[src/hdl/mcorb_pkg.sv]
// Package: shared types, channel tables and widths for the multi-channel ring buffer.
`timescale 1ns / 1ps
package mcorb_pkg;

	localparam int NUM_CH      = 5;
	localparam int IMU_DEPTH   = 256;
	localparam int BARO_DEPTH  = 128;
	localparam int MAG_DEPTH   = 128;
	localparam int BNO_DEPTH   = 128;
	localparam int GPS_DEPTH   = 64;
	localparam int SAMPLE_BITS = 64;

	localparam int CH_DEPTH [NUM_CH] = '{IMU_DEPTH, BARO_DEPTH, MAG_DEPTH, BNO_DEPTH, GPS_DEPTH};
	localparam int CH_BASE [NUM_CH] = '{
		0,
		IMU_DEPTH,
		IMU_DEPTH + BARO_DEPTH,
		IMU_DEPTH + BARO_DEPTH + MAG_DEPTH,
		IMU_DEPTH + BARO_DEPTH + MAG_DEPTH + BNO_DEPTH
	};

	function automatic int max_depth();
		int m;
		m = 0;
		for (int i = 0; i < NUM_CH; i++) begin
			if (CH_DEPTH[i] > m) begin
				m = CH_DEPTH[i];
			end
		end
		return m;
	endfunction

	localparam int STORE_DEPTH = IMU_DEPTH + BARO_DEPTH + MAG_DEPTH + BNO_DEPTH + GPS_DEPTH;
	localparam int STORE_AW    = $clog2(STORE_DEPTH);
	localparam int MAX_DEPTH   = max_depth();
	localparam int PTR_W       = $clog2(MAX_DEPTH);
	localparam int CH_W        = 3;
	localparam int TS_W        = 32;
	localparam int CNT_W       = 32;
	localparam int PCT_W       = 7;
	localparam int PCT_RESET   = 80;
	localparam int PCT_SCALE   = 100;
	localparam int THR_W       = $clog2(MAX_DEPTH * ((1 << PCT_W) - 1) + 1);

	// channel codes
	localparam logic [CH_W-1:0] CH_IMU  = 3'd0;
	localparam logic [CH_W-1:0] CH_BARO = 3'd1;

	// bus widths
	localparam int S_TDATA_W = 104;
	localparam int M_TDATA_W = 184;

	// queue between front and back
	localparam int Q_DEPTH = 2;
	localparam int Q_AW    = 1;

	typedef struct packed {
		logic [CH_W-1:0]        ch;
		logic [SAMPLE_BITS-1:0] sample;
		logic [TS_W-1:0]        pkt_ts;
		logic                   est;
	} entry_t;

endpackage

[src/hdl/mcorb_front.sv]
// Front end: unpacks the input transfer, drops bad channel codes, tags estimator copies.
`timescale 1ns / 1ps
module mcorb_front
	import mcorb_pkg::*;
(
	input  logic                 s_valid,
	output logic                 s_ready,
	input  logic [S_TDATA_W-1:0] s_data,
	input  logic [CH_W-1:0]      s_user,
	output logic                 push,
	output entry_t               push_entry,
	input  logic                 q_ready
);

	logic                   active;
	logic                   ch_ok;
	logic                   est;
	logic [SAMPLE_BITS-1:0] sample;
	logic [TS_W-1:0]        ts;

	assign sample = s_data[SAMPLE_BITS-1:0];
	assign ts     = s_data[64 +: TS_W];
	assign active = s_data[96];

	assign ch_ok = ({1'b0, s_user} < (CH_W+1)'(NUM_CH));
	assign est   = active && ((s_user == CH_IMU) || (s_user == CH_BARO));

	// bad codes are consumed and dropped
	assign s_ready = q_ready;
	assign push    = s_valid && q_ready && ch_ok;

	always_comb begin
		push_entry.ch     = s_user;
		push_entry.sample = sample;
		push_entry.pkt_ts = est ? ts : '0;
		push_entry.est    = est;
	end

endmodule

[config.mk]
export PLATFORM = sky130hd
export DESIGN_NAME = mcorb_front
export DESIGN_NICKNAME = d
export VERILOG_FILES = /design/src/hdl/mcorb_pkg.sv /design/src/hdl/mcorb_front.sv
export SDC_FILE = /design/constraint.sdc
export NUM_CORES = 1
export LEC_CHECK = 0
export BUFFER_PORTS_ARGS = -buffer_cell sky130_fd_sc_hd__buf_2
export CORE_AREA = 2 2 81 83
export DETAILED_ROUTE_END_ITERATION = 8
export DIE_AREA = 0 0 83 85
export GPL_ROUTABILITY_DRIVEN = 0
export PLACE_DENSITY = 0.66
export REMOVE_ABC_BUFFERS = 1
export SLEW_MARGIN = 15
export SYNTH_ARGS = -nofsm -noshare
export SYNTH_HDL_FRONTEND = slang
export SYNTH_SLANG_ARGS = --single-unit
[constraint.sdc]
create_clock -name vclk -period 0.8
set_input_delay 0.04 -clock vclk [all_inputs]
set_output_delay 0.04 -clock vclk [all_outputs]
set_load 0.05 [all_outputs]
==> results.md <==
* WP data arrival at 0.91 ns
* DR WL met3 at 2820 µm
* Pleak at 0.543 nW
* DR top layer: met4
* Worst Tran Pin Value at 0.251 ns
* Min cycle time layout at 0.951 ns
* Vias in the first global route at 626
* Ys Warns at 0
* Core box area at 0.00620 mm²
* Seq. cell area at 0 µm²
* GRT Util Overall at 0.193
* Post-DP Area at 744 µm²
* Most common cell after layout, fill and taps aside: buf_2
* Status: finished, violations left
* Routed Antenna Nets at 0
* Post-synthesis simple-gate area fraction at 0.301
* Crit share post-route at 1.19
* Cell variety after synth at 7
* Synth Area in Adders at 0
* Syn-to-layout area delta at 32.0%
* Register area share after synthesis at 0
* Vias per inst at 3.79
* # DRC at 0
* FILL cells at 690
* Fin. max-slew vios at 0
* Clock buffer cells at 0
* Initial DRT Pass Iterations at 4
* Average wire per standard cell at 38.3 µm
* Hold Crit Class: input pin to output port
* Post-synth top area share at 0.650
* Critical path data required time at 0.76 ns
* WL met2 at 3590 µm
* Routed WL at 7400 µm
* Row cnt at 29
* Setup ws final at -0.151 ns
* CP Capture Type: output port
* Power per cell area at 501 mW/mm²
* Multi-input combinational cell area at 260 µm²
* HPWL Detailed at 6900 µm
* Final Hold Fails at 0
* Unrepaired setup endpoints after global routing: yes
* Complex-gate fraction of the synthesized area at 0.00628
* Die area at 0.00706 mm²
* Post-route cell area at 0.00105 mm²
* Max Fanout on Critical Path at 6
* Vias at 732
* Largest net degree at the start of global routing at 22
* WHS at 0.0802 ns
* Fmax achieved at 1.05 GHz
* IO Pins at 211
* Gr ovfl total at 0
* Final std cells w/o fill at 193
* Diodes inserted at 0
* First-pass GRT wire length at 8640 µm
* DRT iter0 DRCs at 10
* FF+latch count at 0
* Post-Synthesis Cells at 107
* Total Power at 0.527 mW
* Top cells by area, synth: buf_4 (65%), and2_1 (16%), and2_2 (11%)
* Failing checks: negative setup slack
* Post-Synth XOR/XNOR Area at 0
* Dpl cells at 191
* Die height at 85 µm
* Critical path startpoint category: input pin
* Syn_area_per_cell at 7.45 µm²
* Crit path kind: input pin to output port
* Final setup viols at 33
* Initial antenna violation count at 0
* Mux cell area share after synthesis at 0
* Met1 WL at 983 µm
* Cell area after technology mapping at 797 µm²
* Max Cap Viol at 0
* Area leader, netlist: buf_4
* Slew headroom at 0.834
* Die width at 83 µm
* Port Buffers at 76
* Final net count at 227
* Most frequent cells in the layout: buf_2 (40), buf_6 (26), and2_1 (15)
* Peak supply drop at 171 µV
* Layout cells sized above 1 at 0.853
* Initial Utilization at 0.128
* Largest family of logic cells by synthesized area: buffers and inverters
==> synth_stat cells <==
cell,n
and2_2,12
o21ai_0,1
and2_1,20
buf_4,69
buf_6,3
nor3b_4,1
and3_1,1
==> repair_timing <==
action	in CTS	in global routing
setup buffers	0	1
gates cloned	0	1
setup endpoints to repair	34	34
gates resized for setup	55	39
pin swaps	0	6
hold buffers	0	0
==> report_power, final <==
group	switching [mW]	internal, mW
Combinational	0.298	0.229
Sequential	0	0
Clock	0	0
Total	0.298	0.229
==> stage by stage <==
stage | setup TNS (ns) | util | setup WS, ns
2_1_floorplan | -20.15 | - | -0.661
3_3_place_gp | -6.35 | 0.120 | -0.223
3_5_place_dp | -7.57 | 0.120 | -0.274
4_1_cts | -4.70 | 0.146 | -0.167
5_1_grt | -5.32 | 0.170 | -0.182
6_report | -4.12 | 0.170 | -0.151
==> final cells by class <==
class | count | share of cell area
repair buffers | 81 | 0.661
multi-input cells | 35 | 0.247
well taps | 77 | 0.0916
==> cells by family after synthesis <==
group | count (synthesis)
buf+inv | 72
compound gates | 1
simple gates | 34
==> metal layers <==
layer,GRT usage,vias to the layer above
li1,-,270
met1,0.0711,288
met2,0.334,172
met3,0.364,2
met4,0,0
met5,0,-
==> worst paths after layout <==
path,start,endpoint,cells past startpoint
setup / recovery,s_user[2],push_entry[19],6
hold / removal,s_data[38],push_entry[71],0
==> worst max-delay path, stage by stage <==
cell and delay [ns]:
buf_8 0.10, nor3b_4 0.23, buf_6 0.14, buf_6 0.12, and2_4 0.15, buf_8 0.14
No activity file was read; power rests on OpenSTA's default activity.
