## src/hdl/mcorb_pkg.sv

```systemverilog
// Package: shared types, channel tables and widths for the multi-channel ring buffer.
`timescale 1ns / 1ps
package mcorb_pkg;

	localparam int NUM_CH      = 5;
	localparam int IMU_DEPTH   = 256;
	localparam int BARO_DEPTH  = 128;
	localparam int MAG_DEPTH   = 128;
	localparam int BNO_DEPTH   = 128;
	localparam int GPS_DEPTH   = 64;
	localparam int SAMPLE_BITS = 64;

	localparam int CH_DEPTH [NUM_CH] = '{IMU_DEPTH, BARO_DEPTH, MAG_DEPTH, BNO_DEPTH, GPS_DEPTH};
	localparam int CH_BASE [NUM_CH] = '{
		0,
		IMU_DEPTH,
		IMU_DEPTH + BARO_DEPTH,
		IMU_DEPTH + BARO_DEPTH + MAG_DEPTH,
		IMU_DEPTH + BARO_DEPTH + MAG_DEPTH + BNO_DEPTH
	};

	function automatic int max_depth();
		int m;
		m = 0;
		for (int i = 0; i < NUM_CH; i++) begin
			if (CH_DEPTH[i] > m) begin
				m = CH_DEPTH[i];
			end
		end
		return m;
	endfunction

	localparam int STORE_DEPTH = IMU_DEPTH + BARO_DEPTH + MAG_DEPTH + BNO_DEPTH + GPS_DEPTH;
	localparam int STORE_AW    = $clog2(STORE_DEPTH);
	localparam int MAX_DEPTH   = max_depth();
	localparam int PTR_W       = $clog2(MAX_DEPTH);
	localparam int CH_W        = 3;
	localparam int TS_W        = 32;
	localparam int CNT_W       = 32;
	localparam int PCT_W       = 7;
	localparam int PCT_RESET   = 80;
	localparam int PCT_SCALE   = 100;
	localparam int THR_W       = $clog2(MAX_DEPTH * ((1 << PCT_W) - 1) + 1);

	// channel codes
	localparam logic [CH_W-1:0] CH_IMU  = 3'd0;
	localparam logic [CH_W-1:0] CH_BARO = 3'd1;

	// bus widths
	localparam int S_TDATA_W = 104;
	localparam int M_TDATA_W = 184;

	// queue between front and back
	localparam int Q_DEPTH = 2;
	localparam int Q_AW    = 1;

	typedef struct packed {
		logic [CH_W-1:0]        ch;
		logic [SAMPLE_BITS-1:0] sample;
		logic [TS_W-1:0]        pkt_ts;
		logic                   est;
	} entry_t;

endpackage

```

## src/hdl/mcorb_queue.sv

```systemverilog
// Short queue of classified samples between front and back.
`timescale 1ns / 1ps
module mcorb_queue
	import mcorb_pkg::*;
(
	input  logic   clk,
	input  logic   arst_n,
	input  logic   push,
	input  entry_t push_entry,
	output logic   push_ready,
	output logic   pop_valid,
	output entry_t pop_entry,
	input  logic   pop
);

	entry_t          mem_q [Q_DEPTH];
	logic [Q_AW-1:0] wr_ptr_q;
	logic [Q_AW-1:0] rd_ptr_q;
	logic [Q_AW:0]   count_q;
	logic            do_push;
	logic            do_pop;

	assign push_ready = (count_q != (Q_AW+1)'(Q_DEPTH));
	assign pop_valid  = (count_q != '0);
	assign pop_entry  = mem_q[rd_ptr_q];
	assign do_push    = push && push_ready;
	assign do_pop     = pop && pop_valid;

	always_ff @(posedge clk) begin
		if (do_push) begin
			mem_q[wr_ptr_q] <= push_entry;
		end
	end

	always_ff @(posedge clk or negedge arst_n) begin
		if (!arst_n) begin
			wr_ptr_q <= '0;
			rd_ptr_q <= '0;
			count_q  <= '0;
		end else begin
			if (do_push) begin
				wr_ptr_q <= (wr_ptr_q == Q_AW'(Q_DEPTH - 1)) ? '0 : wr_ptr_q + 1'b1;
			end
			if (do_pop) begin
				rd_ptr_q <= (rd_ptr_q == Q_AW'(Q_DEPTH - 1)) ? '0 : rd_ptr_q + 1'b1;
			end
			case ({do_push, do_pop})
				2'b10:   count_q <= count_q + 1'b1;
				2'b01:   count_q <= count_q - 1'b1;
				default: count_q <= count_q;
			endcase
		end
	end

endmodule

```

## config.mk

```make
export PLATFORM = sky130hd
export DESIGN_NAME = mcorb_queue
export DESIGN_NICKNAME = d
export VERILOG_FILES = /design/src/hdl/mcorb_pkg.sv /design/src/hdl/mcorb_queue.sv
export SDC_FILE = /design/constraint.sdc
export NUM_CORES = 1
export LEC_CHECK = 0
export ABC_AREA = 0
export BUFFER_PORTS_ARGS = -buffer_cell sky130_fd_sc_hd__buf_2
export CAP_MARGIN = 20
export CELL_PAD_IN_SITES_DETAIL_PLACEMENT = 1
export CELL_PAD_IN_SITES_GLOBAL_PLACEMENT = 2
export CORE_UTILIZATION = 39
export CTS_BUF_LIST = sky130_fd_sc_hd__clkbuf_8 sky130_fd_sc_hd__clkbuf_16
export CTS_CLUSTER_SIZE = 25
export DETAILED_ROUTE_END_ITERATION = 16
export PLACE_DENSITY = 0.77
export SLEW_MARGIN = 20
export SYNTH_ARGS = -nofsm -noshare
export SYNTH_HDL_FRONTEND = slang
export SYNTH_SLANG_ARGS = --single-unit
```

## constraint.sdc

```tcl
create_clock -name clk -period 6.65 [get_ports clk]
set_input_delay 0.665 -clock clk [delete_from_list [all_inputs] [get_ports clk]]
set_output_delay 0.665 -clock clk [all_outputs]
set_load 0.01 [all_outputs]
```

==> results.md, run 1 <==
Synthesis:
- The sequential-to-total area share from yosys stat is 77.7%.
- The number of warnings issued by yosys is 0.
- Of the total synthesized cell area, the portion taken by full adders, half adders and majority gates is less than 1%.
- The number of different library cells in the post-synthesis netlist is 16.
- The share of synthesized flip-flops with an asynchronous set or reset is 1.96%.
- Synthesis inferred 204 register bits.
- The xor and xnor area share after synthesis is 0.557%.
- The proportion of synthesized area in mux cells is 18.6%.
- The number of nets handed over by synthesis was 433.
- Each instance of the synthesized netlist takes up on average 24.0 µm².
- The number of standard cells after synthesis is 328.
- Of the total synthesized cell area, the portion taken by AND, OR, NAND and NOR gates is 0.493%.
- The main combinational cell family by area after synthesis is multiplexers.
- The number of flops mapped to enable cells by yosys is 200.
- For this run, the leading register cell type out of synthesis is sky130_fd_sc_hd__edfxtp_1.
- The synthesized-area fraction occupied by ao, oa, aoi and oai cells is 0%.
- The mapped netlist covers 7860 µm².

Die:
- The starting density of the core is 40.1%.
- After floorplanning, the core was divided into about 50 placement rows.
- Measured along the x axis, the die boundary spans 144 µm.
- The I/O pin total is 206.
- The die is 144 µm tall.
- The die outline area is approximately 21000 µm².
- The placeable core area is between 15000 and 20000 µm².

Clock tree:
- The number of buffers inserted to repair setup after CTS is 0.
- The number of H-tree levels is 1.
- The clock-pin transition on the worst setup and hold timing paths is about 0.060 ns.
- In this run, CTS created clock tree buffers numbering 22.
- The cell at the root of the clock tree is sky130_fd_sc_hd__clkbuf_16.
- The TritonCTS clock tree is built.
- The worst-skew pair later-pin latency is 0.49 ns.
- Counting along the longest clock path gives a buffer depth of 3.
- The sink count of the clock tree is 204.

Worst setup path:
- By startpoint and endpoint, the worst setup path is classified as flip-flop to output port.
- The worst setup path is launched from a flip-flop.
- STA classifies the critical path endpoint as an output port.
- The signal on the critical path passes through buf_4, mux2_2, buf_2.
- Broken down by cell family, the worst path's largest delay share belongs to flip-flops.
- The arrival time at the worst endpoint is roughly 2.5 ns.
- The delay contributed by the slowest stage of the critical path is 0.83 ns.
- The worst-path cell with the longest stage delay is sky130_fd_sc_hd__dfrtp_4.
- The largest fanout on the critical path is 37.
- The worst endpoint required time is 5.98 ns.
- The buffers plus inverters on the worst setup path is 2.

Global routing:
- The number of global-route vias before repair is between 4000 and 5000.
- In the global route stage, overall resource usage came out at between 10% and 20%.
- The first global-routing pass estimated between 20000 and 25000 µm of wire.
- For this run the aggregate overflow at the end of global routing stands at 0.
- Entering global routing, the biggest net connects between 50 and 60 pins.
- The number of antenna violations at the first check in global routing came to 0.

Routing:
- The residual DRC count is 0.
- The total routed wirelength is 14800 µm.
- The detailed router placed 3782 vias in this run.
- In this run the remaining antenna-violating nets after routing total 0.
- The detail-routed net length per standard cell is around 18 µm.
- The number of detailed-route iterations in the first pass is 4.
- Using the TritonRoute via totals, the vias-per-cell ratio works out to 4.55.
- The violation count after the first detailed-route iteration is 153.

Placement:
- The port buffer count is between 200 and 250.
- The placed wire-length estimate after detailed placement is approximately 9900 µm.
- The placed standard-cell area is 9080 µm².
- The final weighted congestion of routability-driven global placement is around 0.67.

Power:
- Combinational logic burns 30.3% of the power.
- The clock group share of total power is 26.6%.
- Dividing total power by cell area gives a power density of 449 nW/µm².
- Summed over all nets, the switching power comes to 0.00124 W.
- The proportion of total power due to net switching is between 20% and 30%.
- Across the VDD grid, the largest voltage drop is between 0.2 and 0.25 mV.
- The share of total power in sequential cells is 43.1%.
- The reported leakage power is 3.92 nW.
- Cell internal power was estimated by the tool at 0.00315 W.

STA:
- Setup violations remaining at the end of the flow were counted as 0.
- Static timing analysis puts the maximum clock frequency at between 300 and 400 MHz.
- After layout, the worst path uses 48.2% of the clock period.
- The summed negative setup slack over all endpoints is 0 ns.
- Setup repair after global routing left no endpoint under its margin.
- The number of hold violations in the final report was 0.
- The shortest clock period the worst path allows after layout is about 3.2 ns.
- At the pin with the least slew margin, the transition time is 0.779 ns.
- The max-slew violation count was 0.
- The worst pin sits at a relative slew slack of 48.1%.
- The clock skew is 0.00741 ns.

Finish:
- Compared with the post-synthesis result, the final layout area differs by 24.5%.
- The number of nets in the final layout is 657.
- 0 antenna diodes ended up in the layout.
- The post-route netlist has between 60% and 70% of its cells at a drive strength greater than 1.
- The finished cells cover between 9000 and 10000 µm².

Status:
- The run finished with clean final reports.

Run:
- Across the run, the number of max-cap violations was 0.

Hold path:
- The path class of the tightest hold or removal check is input pin to flip-flop.
## repair_timing
action                                  in CTS  in global routing
gates resized for setup                      0                  0
hold endpoints to repair                     4                  0
endpoints found under the setup margin       0                  0
hold buffers                                 1                  0
## worst paths after layout
kind                                 from  cells after the start  slack (ns)            end
max reg2reg                    count_q[0]                      3        4.27   mem_q[1][24]
min in group asynchronous          arst_n                      2        0.55     count_q[0]
max in group asynchronous          arst_n                      2        5.96       rd_ptr_q
max                              rd_ptr_q                      3        3.44  pop_entry[74]
min reg2reg                    count_q[1]                      1        0.52     count_q[1]
min                        push_entry[13]                      1        0.36   mem_q[1][13]
## cell usage in the layout, fill, tap and decap left out
cell,n
sky130_fd_sc_hd__mux2_4,90
sky130_fd_sc_hd__or2_1,1
sky130_fd_sc_hd__and3_4,1
sky130_fd_sc_hd__xnor2_1,3
sky130_fd_sc_hd__nor2_1,1
sky130_fd_sc_hd__bufinv_16,2
sky130_fd_sc_hd__dlygate4sd3_1,1
sky130_fd_sc_hd__inv_1,2
sky130_fd_sc_hd__dfrtp_1,3
sky130_fd_sc_hd__buf_2,205
sky130_fd_sc_hd__clkbuf_16,23
sky130_fd_sc_hd__nor2_4,1
sky130_fd_sc_hd__xor2_1,2
sky130_fd_sc_hd__dfrtp_4,1
sky130_fd_sc_hd__nand2b_1,1
sky130_fd_sc_hd__clkinv_2,9
sky130_fd_sc_hd__mux2_2,10
sky130_fd_sc_hd__clkinv_1,3
sky130_fd_sc_hd__buf_4,5
sky130_fd_sc_hd__and2_4,1
sky130_fd_sc_hd__nand2_1,1
sky130_fd_sc_hd__edfxtp_1,200
sky130_fd_sc_hd__ha_1,1
## registers in the layout (all words and copies together) (netlist names)
signal / flops
count_q: 2
mem_q: 200
wr_ptr_q: 1
rd_ptr_q: 1
## worst reg2reg max path: cells and delay by family (launching register included)
family / cells / cell delay (ns)
buffers and inverters: 1 / 0.71
DFF: 1 / 0.41
and+or+nand+nor: 2 / 0.82
## cells in the mapped netlist (2+ instances only)
cell                       instances  area [µm²]
sky130_fd_sc_hd__edfxtp_1        200        6010
sky130_fd_sc_hd__mux2_4           90        1350
sky130_fd_sc_hd__mux2_2           10         113
sky130_fd_sc_hd__buf_12            9         180
sky130_fd_sc_hd__dfrtp_1           4         100
sky130_fd_sc_hd__xnor2_1           3        26.3
sky130_fd_sc_hd__nor2_1            2        7.51
sky130_fd_sc_hd__xor2_1            2        17.5
## cells by family after synthesis
group,count (synthesis)
xor gates and xnor gates,5
adders and majority gates,1
buffers and inverters,11
DFF,204
muxes,100
and+or+nand+nor,7
## layer usage
layer	wire length, µm	track usage (%)	share of wire [%]	vias up
met5	0	0	0	-
met4	266	4.14	1.8	0
met3	1250	4.30	8.4	27
met2	7670	25.0	52	144
met1	5630	15.8	38	1861
li1	-	-	-	1750
## through the flow
step	worst slack, ns	power [W]	utilization [%]	hold slack [ns]	cells
final	3.44	0.00439	50.0	0.362	832
after global routing	3.30	0.00460	50.0	0.335	832
after CTS	3.36	0.00447	50.0	0.339	832
after detailed placement	3.90	0.00328	46.3	0.480	792
after global placement	3.93	0.00324	46.3	0.474	792
after floorplan	1.17	0.00294	-	0.369	328
## power by group through the flow
stage | registers (W) | clock network [W] | logic, W
finish | 0.00189 | 0.00117 | 0.00133
global placement | 0.00190 | 0 | 0.00133
global route | 0.00192 | 0.00125 | 0.00143
detailed placement | 0.00193 | 0 | 0.00136
floorplan | 0.00188 | 0 | 0.00106
CTS | 0.00190 | 0.00121 | 0.00136
## cell type report
cell class | count | area [µm²]
Fill cell | 1855 | 9800
Timing Repair Buffer | 211 | 1070
Clock inverter | 16 | 124
Sequential cell | 204 | 6110
Clock buffer | 23 | 576
Multi-Input combinational cell | 113 | 1570
Tap cell | 265 | 332
(Power assumes the default switching activity.)
==> run 2: changes to the inputs <==
--- a/config.mk
+++ b/config.mk
@@ -10,11 +10,11 @@
 export CAP_MARGIN = 20
 export CELL_PAD_IN_SITES_DETAIL_PLACEMENT = 1
 export CELL_PAD_IN_SITES_GLOBAL_PLACEMENT = 2
-export CORE_UTILIZATION = 39
+export CORE_UTILIZATION = 35
 export CTS_BUF_LIST = sky130_fd_sc_hd__clkbuf_8 sky130_fd_sc_hd__clkbuf_16
 export CTS_CLUSTER_SIZE = 25
 export DETAILED_ROUTE_END_ITERATION = 16
-export PLACE_DENSITY = 0.77
+export PLACE_DENSITY = 0.73
 export SLEW_MARGIN = 20
 export SYNTH_ARGS = -nofsm -noshare
 export SYNTH_HDL_FRONTEND = slang
==> constraint.sdc (replaced) <==
create_clock -name clk -period 2.75 [get_ports clk]
set_input_delay 0.275 -clock clk [delete_from_list [all_inputs] [get_ports clk]]
set_output_delay 0.275 -clock clk [all_outputs]
set_load 0.01 [all_outputs]
==> results.md, run 2 (synthesized netlist as in run 1, its figures left out) <==
STA:
- Setup repair after global routing left no endpoint under its margin.
- The clock skew came to 0.00601 ns (-0.00139 ns).
- The number of hold violations in the final report was 0 (unchanged).
- For this run, the top clock speed supported by timing is 408 MHz.
- The post-route fraction of the period consumed by the critical path is 89.2%.
- The worst path needs about 2.5 ns of the cycle, external delays included.
- The max-slew violation count is 0 (unchanged).
- The relative slew slack is 54.3% (+6.2 points).
- The summed negative setup slack over all endpoints came to 0 ns (unchanged).
- The slew at the pin closest to its max-slew limit was 0.686 ns (-0.0923 ns).
- The number of setup violations in the final report is 0 (unchanged).

Worst setup path:
- The buffers plus inverters on the worst setup path was 2 (unchanged).
- The endpoint type of the worst setup path is an output port.
- The delay contributed by the slowest stage of the critical path was 0.85 ns (+0.02 ns).
- The critical path startpoint category is a flip-flop.
- The largest fanout on the critical path is 34 (-8.1%).
- The arrival time at the worst endpoint was 2.18 ns (-0.36 ns).
- The worst-path cell with the longest stage delay is sky130_fd_sc_hd__dfrtp_4.
- The category of cells accounting for the largest share of critical-path delay is flip-flops.
- The worst setup path is of the flip-flop to output port kind.
- Traced cell by cell, the critical path runs through buf_12, mux2_2, buf_2.
- The worst endpoint required time is 2.48 ns (-3.50 ns).

Hold path:
- The kind of path behind the tightest hold check is input pin to flip-flop.

Routing:
- The total routed wirelength is 16100 µm (+8.8%).
- The violation count after the first detailed-route iteration came to 145 (-5.2%).
- The remaining number of nets flagged by the antenna check after routing was 0 (unchanged).
- The number of detailed-route iterations in the first pass is 4 (unchanged).
- The residual DRC count is 0 (unchanged).
- The detail-routed net length per standard cell is 17.0 µm (-4.8%).
- The routed via count divided by cell count is 4.41 (-3.0%).
- The total number of vias is 4195 (+11%).

Finish:
- The number of nets in the final layout is 760 (+16%).
- The proportion of layout cells with a drive suffix above 1 came to 51.3% (-10 points).
- The number of inserted diodes came to 0 (unchanged).
- The library cell used most frequently in the layout, excluding fill and tap cells, is sky130_fd_sc_hd__buf_2.
- The largest register by flop count is mem_q.
- The largest registers in the layout are mem_q: 200 flops, count_q: 2 flops.
- The area added between synthesis and finish is 38.2%.
- The library cells used most frequently in the layout, excluding fill and tap cells, are 205 x sky130_fd_sc_hd__buf_2, 200 x sky130_fd_sc_hd__edfxtp_1, 101 x sky130_fd_sc_hd__dlygate4sd3_1.
- The flip-flop count of the largest register after layout is 200 (unchanged).

Global routing:
- The largest net degree at the start of global routing is 56 (unchanged).
- The total global routing track utilization came to 13.8% (-0.079 points).
- The number of global-route vias before repair is 4774 (+15%).
- The number of antenna violations at the first check in global routing came to 0 (unchanged).
- The remaining global-route overflow is 0 (unchanged).
- The first-pass GRT wire length was 25400 µm (+16%).

Placement:
- The placed wire-length estimate after detailed placement is 10300 µm (+3.5%).
- The final weighted congestion of routability-driven global placement was 0.699 (+4.8%).
- The port buffer count was 205 (unchanged).

Power:
- The proportion of total power due to net switching was 28.4% (+0.099 points).
- The share of total power in sequential cells is 42.5% (-0.6 points).
- The largest vdd supply drop was 0.490 mV (+100%).
- The power density relative to cell area was 990 nW/µm² (+120%).
- The combinational power share is 32.4% (+2.1 points).
- The net switching power came to 0.00306 W (+150%).
- The cell internal power dissipation is 0.00769 W (+140%).
- The clock group share of total power was 25.0% (-1.6 points).
- The reported leakage power is 4.36 nW (+11%).
- The post-layout total power is 0.0108 W (+140%).

Clock tree:
- The number of gates resized after cts is 0 (unchanged).
- CTS placed an instance of sky130_fd_sc_hd__clkbuf_16 at the clock tree root.
- The TritonCTS clock tree is built.
- The number of H-tree levels is 1 (unchanged).
- The total CTS buffers was 22 (unchanged).
- The number of buffers inserted to repair setup after CTS is 0 (unchanged).
- The worst-skew pair later-pin latency came to 0.49 ns (about the same).
- The clock-pin transition on the worst setup and hold timing paths is 0.06 ns (about the same).
- The number of buffers on the longest clock path came to 3 (unchanged).
- The number of hold buffers added after cts is 101 (+100).
- The sink count of the clock tree is 204 (unchanged).

Die:
- The placeable core area is 21900 µm² (+12%).
- The die boundary width came to 152 µm (+5.5%).
- The I/O pin total came to 206 (unchanged).
- The starting density of the core is 35.9% (-4.2 points).
- The die outline area was 23100 µm² (+11%).
- The standard-cell row count is 54 (+5.9%).
- The vertical extent of the die is 152 µm (+5.5%).

Status:
- The run finished with clean final reports.

Run:
- The number of violations of the max-capacitance limit is 0 (unchanged).
-- run 2: changes by cell type in the layout (fill, tap and decap cells not counted), sizes merged --
cell,previous run,this run
buf,210,213
bufinv,2,1
clkinv,12,11
dlygate4sd3,1,101
inv,2,5
-- run 2: layout make-up --
class	count	area [µm²]
Clock inverter	17	93.8
Multi-Input combinational cell	113	1570
Timing Repair Buffer	314	2160
Clock buffer	23	576
Tap cell	280	350
Sequential cell	204	6110
Fill cell	2092	11000
-- run 2: power by group through the flow --
stage	clock network (W)	logic, W	registers [W]
2_1_floorplan	0	0.00257	0.00447
6_report	0.00269	0.00349	0.00457
3_3_place_gp	0	0.00340	0.00460
3_5_place_dp	0	0.00344	0.00466
5_1_grt	0.00291	0.00374	0.00465
4_1_cts	0.00279	0.00356	0.00459
-- run 2: worst register-to-register path, stage by stage (launching register included) --
cell and delay, ns:
sky130_fd_sc_hd__dfrtp_1 0.40, sky130_fd_sc_hd__nand2b_1 0.18, sky130_fd_sc_hd__nand2_1 0.16, sky130_fd_sc_hd__nor2_4 0.15, sky130_fd_sc_hd__buf_4 0.56
-- run 2: routing by layer --
layer	wire [µm]	vias up	track usage (%)
li1	-	1961	-
met1	6140	2076	15.4
met2	8700	139	25.9
met3	1090	19	3.99
met4	192	0	2.81
met5	0	-	0
-- run 2: worst paths after layout --
| kind | startpoint | to | slack [ns] | cells after the start |
|---|---|---|---|---|
| hold reg to reg | count_q[1] | count_q[1] | 0.50 | 1 |
| setup / recovery | rd_ptr_q | pop_entry[79] | 0.30 | 3 |
| hold / removal | pop | rd_ptr_q | 0.12 | 3 |
| max in group asynchronous | arst_n | rd_ptr_q | 2.49 | 2 |
| min in group asynchronous | arst_n | wr_ptr_q | 0.13 | 2 |
| setup reg to reg | count_q[0] | mem_q[0][44] | 0.88 | 4 |
-- run 2: metrics by stage --
step / hold WS (ns) / worst slack [ns] / instances / area (µm²) / utilization [%]
final: 0.122 / 0.298 / 951 / 10900 / 49.6
after detailed placement: 0.0830 / 0.771 / 810 / 9180 / 41.9
after floorplan: -0.0206 / 0.112 / 328 / 7870 / -
after global placement: 0.0825 / 0.782 / 810 / 9180 / 41.9
after global routing: 0.0979 / 0.182 / 951 / 10900 / 49.6
after CTS: 0.0902 / 0.238 / 951 / 10900 / 49.6
==> run 3: changes to the inputs <==
--- a/config.mk
+++ b/config.mk
@@ -5,12 +5,12 @@
 export SDC_FILE = /design/constraint.sdc
 export NUM_CORES = 1
 export LEC_CHECK = 0
-export ABC_AREA = 0
+export ABC_AREA = 1
 export BUFFER_PORTS_ARGS = -buffer_cell sky130_fd_sc_hd__buf_2
 export CAP_MARGIN = 20
 export CELL_PAD_IN_SITES_DETAIL_PLACEMENT = 1
 export CELL_PAD_IN_SITES_GLOBAL_PLACEMENT = 2
-export CORE_UTILIZATION = 35
+export CORE_UTILIZATION = 31
 export CTS_BUF_LIST = sky130_fd_sc_hd__clkbuf_8 sky130_fd_sc_hd__clkbuf_16
 export CTS_CLUSTER_SIZE = 25
 export DETAILED_ROUTE_END_ITERATION = 16
==> results.md, run 3 <==
Status:
- The flow ran to the end, and the final reports show no timing, DRC or antenna violations.

Finish:
- The multi-input logic area is 1230 µm² (-21%).
- The number of inserted diodes came to 0 (unchanged).
- The non-filler instance count after layout is 1203 (+26%).
- The fraction of the core area covered by cells at the end of the flow came to 45.1% (-4.5 points).
- The number of nets in the final layout is 973 (+28%).
- The area added between synthesis and finish is 41.6%.
- The register cell area after layout is 6110 µm² (unchanged).
- The library cells used most frequently in the layout, excluding fill and tap cells, are 309 x sky130_fd_sc_hd__nand2_1, 205 x sky130_fd_sc_hd__buf_2, 200 x sky130_fd_sc_hd__edfxtp_1.
- In the final layout, the registers with the most flip-flops are mem_q: 200 flops, count_q: 2 flops.
- The flip-flop count of the largest register after layout is 200 (unchanged).
- The proportion of layout cells with a drive suffix above 1 came to 28.3% (-23 points).
- The number of inserted filler cells in the final layout is 2496 (+19%).
- The library cell used most frequently in the layout, excluding fill and tap cells, is sky130_fd_sc_hd__nand2_1.
- The largest register by flop count is mem_q.
- The final cell area excluding filler cells was 10700 µm² (-1.9%).

STA:
- The clock skew is 0.00659 ns (+0.000575 ns).
- The shortest clock period the worst path allows after layout came to 2.31 ns (-0.143 ns).
- The number of setup violations in the final report came to 0 (unchanged).
- The slew at the pin closest to its max-slew limit was 0.764 ns (+0.0783 ns).
- The worst hold-check slack came to 0.0449 ns (-0.0771 ns).
- Setup repair after global routing left no endpoint under its margin.
- The post-route fraction of the period consumed by the critical path is 84.0% (-5.2 points).
- The highest clock rate is 433 MHz (+6.2%).
- The max-slew violation count is 0 (unchanged).
- The number of hold violations in the final report was 0 (unchanged).
- The relative slew slack is 49.0% (-5.2 points).

Synthesis:
- By count the netlist is led by 309 x sky130_fd_sc_hd__nand2_1, 200 x sky130_fd_sc_hd__edfxtp_1, 11 x sky130_fd_sc_hd__buf_2.
- The number of different library cells in the post-synthesis netlist is 15 (-1).
- The number of standard cells after synthesis was 552 (+68%).
- The top-area cell type share of the netlist area is 79.8% (+3.4 points).
- The net count after synthesis is 657 (+52%).
- The post-synth design cell area is 7520 µm² (-4.3%).
- The number of warnings issued by yosys was 0 (unchanged).
- The share of synthesized flip-flops with an asynchronous set or reset is 1.96% (unchanged).
- The mean cell area of the mapped netlist is 13.6 µm² (-43%).
- The cell type with the highest aggregate area in the netlist is sky130_fd_sc_hd__edfxtp_1.
- The number of flops mapped to enable cells by yosys is 200 (unchanged).
- By area the synthesized netlist is led by sky130_fd_sc_hd__edfxtp_1 80%, sky130_fd_sc_hd__nand2_1 15%, sky130_fd_sc_hd__buf_6 1.3%, sky130_fd_sc_hd__dfrtp_1 1.3%, sky130_fd_sc_hd__buf_2 0.73%.
- For this run, the leading register cell type out of synthesis is sky130_fd_sc_hd__edfxtp_1.
- The most frequent cell after synthesis is sky130_fd_sc_hd__nand2_1.
- The sequential-to-total area share from yosys stat was 81.2% (+3.5 points).
- The post-synthesis sequential element count is 204 (unchanged).

Clock tree:
- The sink count of the clock tree is 204 (unchanged).
- The TritonCTS clock tree is built.
- The number of buffers inserted to repair setup after CTS was 0 (unchanged).
- The worst-skew pair later-pin latency is 0.49 ns (about the same).
- The cell sitting at the root of the clock tree is a sky130_fd_sc_hd__clkbuf_16.
- The clock-pin transition on the worst setup and hold timing paths is 0.06 ns (about the same).
- The number of buffers on the longest clock path was 3 (unchanged).
- The total CTS buffers is 23 (+4.5%).
- The number of H-tree levels is 1 (unchanged).

Worst setup path:
- In this run the worst setup path begins at rd_ptr_q.
- The signal on the critical path passes through clkinv_2, buf_4, nand2_1, nand2_1, buf_2.
- The setup slack of the most critical reg-to-reg path is 0.91 ns (+0.03 ns).
- The worst setup path is of the flip-flop to output port kind.
- The capture instance of the worst register-to-register path is mem_q[1][39].
- The buffers plus inverters on the worst setup path was 3 (+1).
- The worst register-to-register path begins at count_q[0].
- STA classifies the critical path startpoint as a flip-flop.
- The critical path depth was 5 (+2).
- The endpoint type of the worst setup path is an output port.
- Counting stages on the worst path, the most repeated cell is sky130_fd_sc_hd__nand2_1.
- The worst endpoint required time was 2.48 ns (about the same).
- The capturing instance or port of the critical path is pop_entry[39].
- The largest fanout on the critical path is 42 (+24%).
- For this design, the slowest cell found on the critical path is sky130_fd_sc_hd__dfrtp_4.
- The arrival time at the worst endpoint is 2.03 ns (-0.15 ns).
- The delay contributed by the slowest stage of the critical path came to 0.62 ns (-0.23 ns).
- Among cell families on the critical path, the largest total delay comes from buffers and inverters.
- The logic depth of the worst register-to-register path is 5 (+1).

Routing:
- The number of detailed-route iterations in the first pass is 4 (unchanged).
- The detail-routed net length per standard cell was 15.5 µm (-8.6%).
- The residual DRC count was 0 (unchanged).
- The total number of vias is 5178 (+23%).
- The routed via count divided by cell count is 4.30 (-2.4%).
- The total routed wirelength was 18600 µm (+16%).
- The violation count after the first detailed-route iteration is 235 (+62%).
- The remaining number of nets flagged by the antenna check after routing is 0 (unchanged).

Placement:
- The number of cells in the design after placement is 1061 (+31%).
- The port buffer count is 205 (unchanged).
- The placed wire-length estimate after detailed placement was 11500 µm (+12%).
- The final weighted congestion of routability-driven global placement is 0.708 (+1.3%).
- The placed standard-cell area is 8890 µm² (-3.2%).

Die:
- The starting density of the core is 31.9% (-4.0 points).
- The vertical extent of the die came to 158 µm (+3.9%).
- The placeable core area is 23600 µm² (+7.9%).
- The die boundary width is 158 µm (+3.9%).
- The I/O pin total is 206 (unchanged).
- The die outline area is 24900 µm² (+7.9%).
- The standard-cell row count is 56 (+3.7%).

Global routing:
- The largest net degree at the start of global routing is 76 (+36%).
- The number of antenna violations at the first check in global routing was 1 (+1).
- The number of global-route vias before repair is 5768 (+21%).
- The total global routing track utilization is 15.0% (+1.2 points).
- The remaining global-route overflow came to 0 (unchanged).
- The first-pass GRT wire length was 28800 µm (+14%).

Power:
- The reported leakage power is 4.56 nW (+4.6%).
- The power density relative to cell area is 1020 nW/µm² (+2.9%).
- The post-layout total power came to 0.0109 W (+0.97%).
- The largest vdd supply drop was 0.633 mV (+29%).

Hold path:
- In this run the worst hold path is classified as input pin to flip-flop.

Run:
- The number of violations of the max-capacitance limit was 0 (unchanged).
==> run 3: cell count changes in the layout (fill, tap and decap cells not counted), sizes merged, moves of 2 or more <==
cell | previous run | this run
nand2 | 1 | 310
clkinv | 11 | 8
nand3 | 0 | 2
mux2 | 100 | 0
xnor2 | 3 | 1
xor2 | 2 | 0
bufinv | 1 | 4
inv | 5 | 12
==> run 3: cells by family after synthesis <==
kind of cell	share of synthesized area [%]
compound gates	0.0665
xor+xnor	0.116
fa+ha+maj	0.166
buf+inv	2.63
flops	81.2
simple gates	15.9
==> run 3: worst register-to-register path, cell delays in order (launching register included) <==
cell	delay [ns]
sky130_fd_sc_hd__dfrtp_1	0.38
sky130_fd_sc_hd__inv_1	0.09
sky130_fd_sc_hd__nand2_2	0.08
sky130_fd_sc_hd__nand2_1	0.14
sky130_fd_sc_hd__nor2_4	0.13
sky130_fd_sc_hd__buf_4	0.60
==> run 3: routing by layer <==
metal / part of all wire, % / routed length (µm) / GRT usage, % / vias up
met2: 52 / 9620 / 28.0 / 153
met3: 6.9 / 1290 / 3.86 / 30
li1: - / - / - / 2491
met1: 40 / 7390 / 16.8 / 2504
met5: 0 / 0 / 0 / -
met4: 1.9 / 346 / 3.98 / 0
==> run 3: area by class of cell <==
| cell class | count | share of cell area, % |
|---|---|---|
| multi-input combinational | 319 | 11.6 |
| sequential | 204 | 57.3 |
| timing repair buffer | 313 | 20.0 |
| inverter | 7 | 0.258 |
| tap | 319 | 3.75 |
| clock buffer | 23 | 5.40 |
| clock inverter | 18 | 1.71 |
==> run 3: what timing repair did <==
item | in CTS | in global routing
hold buffers | 101 | 0
endpoints found under the hold margin | 204 | 0
gates resized for setup | 0 | 0
setup endpoints to repair | 0 | 0
==> run 3: how the worst min path moves through the flow <==
| stage | startpoint | endpoint | slack [ns] | depth (start not counted) |
|---|---|---|---|---|
| after floorplan | arst_n | count_q[0] | -0.02 | 0 |
| after global placement | arst_n | rd_ptr_q | 0.1 | 1 |
| after detailed placement | arst_n | rd_ptr_q | 0.1 | 1 |
| after CTS | push | wr_ptr_q | 0.02 | 3 |
| after global routing | push | wr_ptr_q | 0.05 | 3 |
| final | push | wr_ptr_q | 0.04 | 3 |
==> run 3: metrics by stage <==
stage          setup slack [ns]  TNS, ns
2_1_floorplan            -0.946  -188.06
3_3_place_gp              0.973        0
3_5_place_dp              0.915        0
4_1_cts                   0.385        0
5_1_grt                   0.283        0
6_report                  0.440        0
==> run 3: power breakdown <==
group / switching [W] / internal, W / total [W]
combinational: 0.00219 / 0.00113 / 0.00332
clock: 0.00116 / 0.00189 / 0.00305
sequential: 0.000238 / 0.00425 / 0.00449
total: 0.00359 / 0.00727 / 0.0109
